File: src/rtl/tcbdf_ram.sv
`timescale 1ns / 1ps
`default_nettype none
// ----------------------------------------------------------------------------
// Generic RAM
// One write port, one read port with registered read data.
// ----------------------------------------------------------------------------
module tcbdf_ram #(
	parameter int WIDTH = 8,
	parameter int DEPTH = 256
) (
	input  wire logic                     clk,
	input  wire logic                     we,
	input  wire logic [$clog2(DEPTH)-1:0] waddr,
	input  wire logic [WIDTH-1:0]         wdata,
	input  wire logic                     re,
	input  wire logic [$clog2(DEPTH)-1:0] raddr,
	output      logic [WIDTH-1:0]         rdata
);

	logic [WIDTH-1:0] mem [DEPTH];

	always_ff @(posedge clk) begin
		if (we) begin
			mem[waddr] <= wdata;
		end
		if (re) begin
			rdata <= mem[raddr];
		end
	end

endmodule
`default_nettype wire

File: config.mk
export PLATFORM = sky130hd
export DESIGN_NAME = tcbdf_ram
export DESIGN_NICKNAME = d
export VERILOG_FILES = /design/src/rtl/tcbdf_ram.sv
export SDC_FILE = /design/constraint.sdc
export NUM_CORES = 2
export LEC_CHECK = 0
export BUFFER_PORTS_ARGS = -buffer_cell sky130_fd_sc_hd__buf_2
export CORE_UTILIZATION = 50
export DETAILED_ROUTE_END_ITERATION = 7
export MAX_ROUTING_LAYER = met4
export PLACE_DENSITY = 0.7
export SLEW_MARGIN = 10
export SYNTH_ARGS = -nofsm -noshare
export SYNTH_HDL_FRONTEND = slang
export SYNTH_SLANG_ARGS = --single-unit
File: constraint.sdc
create_clock -name clk -period 6.8 [get_ports clk]
set_clock_uncertainty 0.1 [all_clocks]
set_input_delay 1.02 -clock clk [delete_from_list [all_inputs] [get_ports clk]]
set_output_delay 1.02 -clock clk [all_outputs]
set_load 0.03 [all_outputs]
# ---- Yosys cells after proc, flatten, opt, wreduce, memory -nomap -nowiden
# Memories as Yosys holds them, arrays and structs flattened. A register that Yosys moved wholly into a read port is not among the register bits.
# Index checks and enable logic that the tools add are counted.
dict set report word_totals {
  reg_bits 0
  latch_bits 0
  mem_bits_rw 2048
  rom_bits 0
  inputBits 27
  output_inout_bits 8
  wordCells 3
  n_memories 1
}
dict set report classes {
  n_addsub 0
  mul 0
  div_mod_pow 0
  n_lt_le_gt_ge 0
  n_eq_ne 0
  n_shift 0
  mux 2
  bitwise_logic 0
  n_reduce_logical 0
}
# memory words word_bits rd rd_ports_with_merged_regs wr line_no
set mem_list {}
lappend mem_list {mem 256 8 1 1 1 20} ;# logic [WIDTH-1:0] mem [DEPTH];
# operator count
set op_table {}
lappend op_table {{two-way mux 1 bit} 2}

# ---- Depth between registers and ports, before layout
dict set report depth {
  depth_word 2
  depth_mapped 11
  ltp_nobuf 6
}

# ---- Least setup slack after synthesis
# OpenSTA, ideal clock, no wires.
dict set report synth_path {
  kind {input to register}
  from {in raddr[0]}
  to {reg rdata[2] (read register of mem) (data pin)}
  setup_ns 0.269
  arrival_ns 2.827
  required_time_ns 6.431
  setup_slack_ns 3.604
  cell_stages 9
  n_path_buf 4
  path_cell_list {buf_6 buf_12 buf_8 buf_2 mux4_2 a22oi_1 a21oi_1 nor4_1 nor4_2}
}
# item line_no
set synth_lines {}
lappend synth_lines {{start, declared} 16} ;# input wire logic [$clog2(DEPTH)-1:0] raddr,
lappend synth_lines {{end, declared} 17} ;# output logic [WIDTH-1:0] rdata

==> flow_summary.toml <==
[global_routing]
grt_usage_pct = 24.36
grt_max_degree = 169
grt_pass1_vias = 38909
grt_pass1_wl_um = 273500
grt-ovfl-total = 0
antenna_found_initial = 9

[synth]
synth_ff_type = "edfxtp_1"
synthDistinctLibCells = 54
synth-edff-count = 2056
netlist_area_um2 = 79640
synth_nets = 3760
ys_seq_elements = 2056
avgSynthCellArea_um2 = 21.33
synth_cells = 3733
yosysWarnings = 0
synthArstFlopShare_pct = 0
synth_seq_area_share_pct = 77.53

[route]
routed_wl_um = 189300
num_vias = 38915
initialDrtViolationCount = 5266
antenna_left = 0
drc = 0
drt-wirelength-per-cell_um = 31.29
dr.pass1.iters = 6
via_per_inst = 6.433

[critical_path]
worstPathMaxFanout = 57
worstPathRequired_ns = 7.24
crit_path_start_kind = "input pin"
end_kind = "flip-flop"
cp.arrival_ns = 4.75
crit_type = "in2reg"

[cts]
cts_setup_buffers = 0
numClockSinks = 2056
cts_tree = "yes"
cts.hold.buffers_added = 0
h-tree-depth = 4
path_clk_slew_ns = 0.06
post_cts_resized = 0
ctsLongestPathBuffers = 3
cts_buffers = 192
root_buffer = "clkbuf_16"
insertion_delay_ns = 0.84

[floorplanning]
io_pins = 35
die_area_um2 = 160900
start_util_pct = 50.34
die_w_um = 401.1
rows = 146
core-area_um2 = 158200
die_h_um = 401.1

[placement]
gp_congestion = 0.8808
dp.final_hpwl_um = 112500
numPortBuffers = 34
dpl_cell_area_um2 = 81920

[power]
comb_power_share_pct = 4.8
intPower_w = 0.02023
netSwitchingFraction_pct = 21.16
ir_drop_v = 0.0002730
p_switching_w = 0.005429
p_per_area_nw_per_um2 = 291.5
seqPwrFrac_pct = 54.6
p_leak_nw = 26.87
pwr-share-clk_pct = 40.7

[run]
max-cap-violations = 0

[finish]
area_growth_syn_to_layout_pct = 10.52
design_area_um2 = 88010
final_common_cell = "edfxtp_1"
final_nets = 3837
post-route-util_pct = 55.63
final_cell_mix = "2,056 x edfxtp_1, 454 x mux4_2, 279 x nor2_1, 196 x clkbuf_16, 134 x mux2i_1"
drive_above_1_share_pct = 21.68

[sta]
setup_tns_ns = 0
period_minus_slack_ns = 4.314
finalCritPeriodShare_pct = 63.44
setup_viol = 0
maxSlewHeadroom_pct = 9.348
worst_slew_pin_slew_ns = 1.347
rsz0062_at_grt = "false"
whs_ns = 0.5455
clock.fmax_mhz = 231.8
hold_violations = 0
drv_slew = 0

[min_path]
min-delay-path-class = "in2reg"

[status]
status = "complete, no violations"
==> logic make-up (layout without fill, tap and decap cells) <==
family                 Yosys count  in the layout  share of synthesized area, %
flip-flops                    2056           2056                         77.53
multiplexers                   591            591                         14.60
AND/OR/NAND/NOR                466            466                         2.625
AO/OA/AOI/OAI                  385            385                         3.416
buffers and inverters          235            465                         1.829
other                            0             14                             0
==> sequential cells by signal, summed over array words and instances (netlist names) <==
| register | count |
|---|---|
| rdata | 8 |
| mem | 2048 |
==> cell type report <==
type	count	area (um2)
sequential	2056	61740
clock buffer	233	5044
timing repair buffer	116	1042
fill	11527	70180
multi-input combinational	1442	16530
tap	2072	2592
antenna	14	35.03
inverter	2	7.507
clock inverter	114	1017
==> Yosys cell counts, types with 2 or more instances <==
master,number,area [um2]
edfxtp_1,2056,61740
mux4_2,454,10220
nor2_1,282,1059
mux2i_1,134,1341
a22oi_1,133,998.5
clkbuf_1,111,416.7
a21oi_1,96,480.5
o221ai_1,46,402.9
nand3_1,34,170.2
nand2_1,33,123.9
buf_2,31,155.2
nor2b_1,31,193.9
o22ai_1,28,175.2
buf_4,27,202.7
nor4_1,24,150.1
buf_1,22,82.58
nor3_1,22,110.1
buf_6,21,236.5
a211oi_1,16,120.1
a221oi_1,13,113.9
buf_8,13,195.2
nand4_1,10,62.56
o211ai_1,10,75.07
o21ai_0,10,50.05
a22o_1,8,70.07
buf_12,8,160.2
nand2b_1,8,50.05
and2_1,6,37.54
o22a_1,5,43.79
o32ai_1,4,35.03
or2_2,4,25.02
nor4_2,3,37.54
a2111oi_0,2,17.52
a2111oi_1,2,20.02
a311oi_1,2,17.52
a31oi_1,2,12.51
and3b_1,2,17.52
mux4_1,2,52.55
nand3b_1,2,15.01
o21ai_1,2,10.01
==> critical path, stage by stage <==
cell and delay [ns]:
buf_8 0.50, buf_12 0.33, buf_12 0.32, buf_4 0.37, mux4_2 0.57, o221ai_1 0.32, nor2_1 0.12, nor4_1 0.88
nor4_1 0.15
==> worst paths after layout <==
| kind | from | end | slack (ns) | depth (start not counted) |
|---|---|---|---|---|
| setup reg to reg | mem[27][3] | rdata[3] | 3.31 | 6 |
| hold / removal | wdata[1] | mem[160][1] | 0.55 | 1 |
| setup / recovery | raddr[0] | rdata[1] | 2.49 | 9 |
| hold reg to reg | mem[53][1] | rdata[1] | 1.07 | 6 |
==> routing by layer <==
metal,wire length [um],vias up,GRT usage (%)
met2,90030,2067,36.64
met1,74850,20645,33.50
met4,6142,0,8.268
met3,18240,348,5.039
met5,0,-,-
li1,-,15855,-
==> power groups by stage <==
stage | combinational (W) | sequential (W) | clock, W
finish | 0.00122 | 0.0140 | 0.0104
global route | 0.00128 | 0.0140 | 0.0110
CTS | 0.00122 | 0.0140 | 0.0105
detailed placement | 0.00122 | 0.0143 | 0
global placement | 0.00120 | 0.0143 | 0
floorplan | 0.000679 | 0.0143 | 0
==> per-stage QoR <==
step / setup slack, ns / std cells / total power (W)
after floorplan: 3.604 / 3733 / 0.01495
after global placement: 1.262 / 5685 / 0.01547
after detailed placement: 1.621 / 5688 / 0.01549
after CTS: 2.524 / 6035 / 0.02575
after global routing: 2.298 / 6039 / 0.02625
final: 2.486 / 6049 / 0.02566
Note: power is estimated with default switching activity, not from simulation.
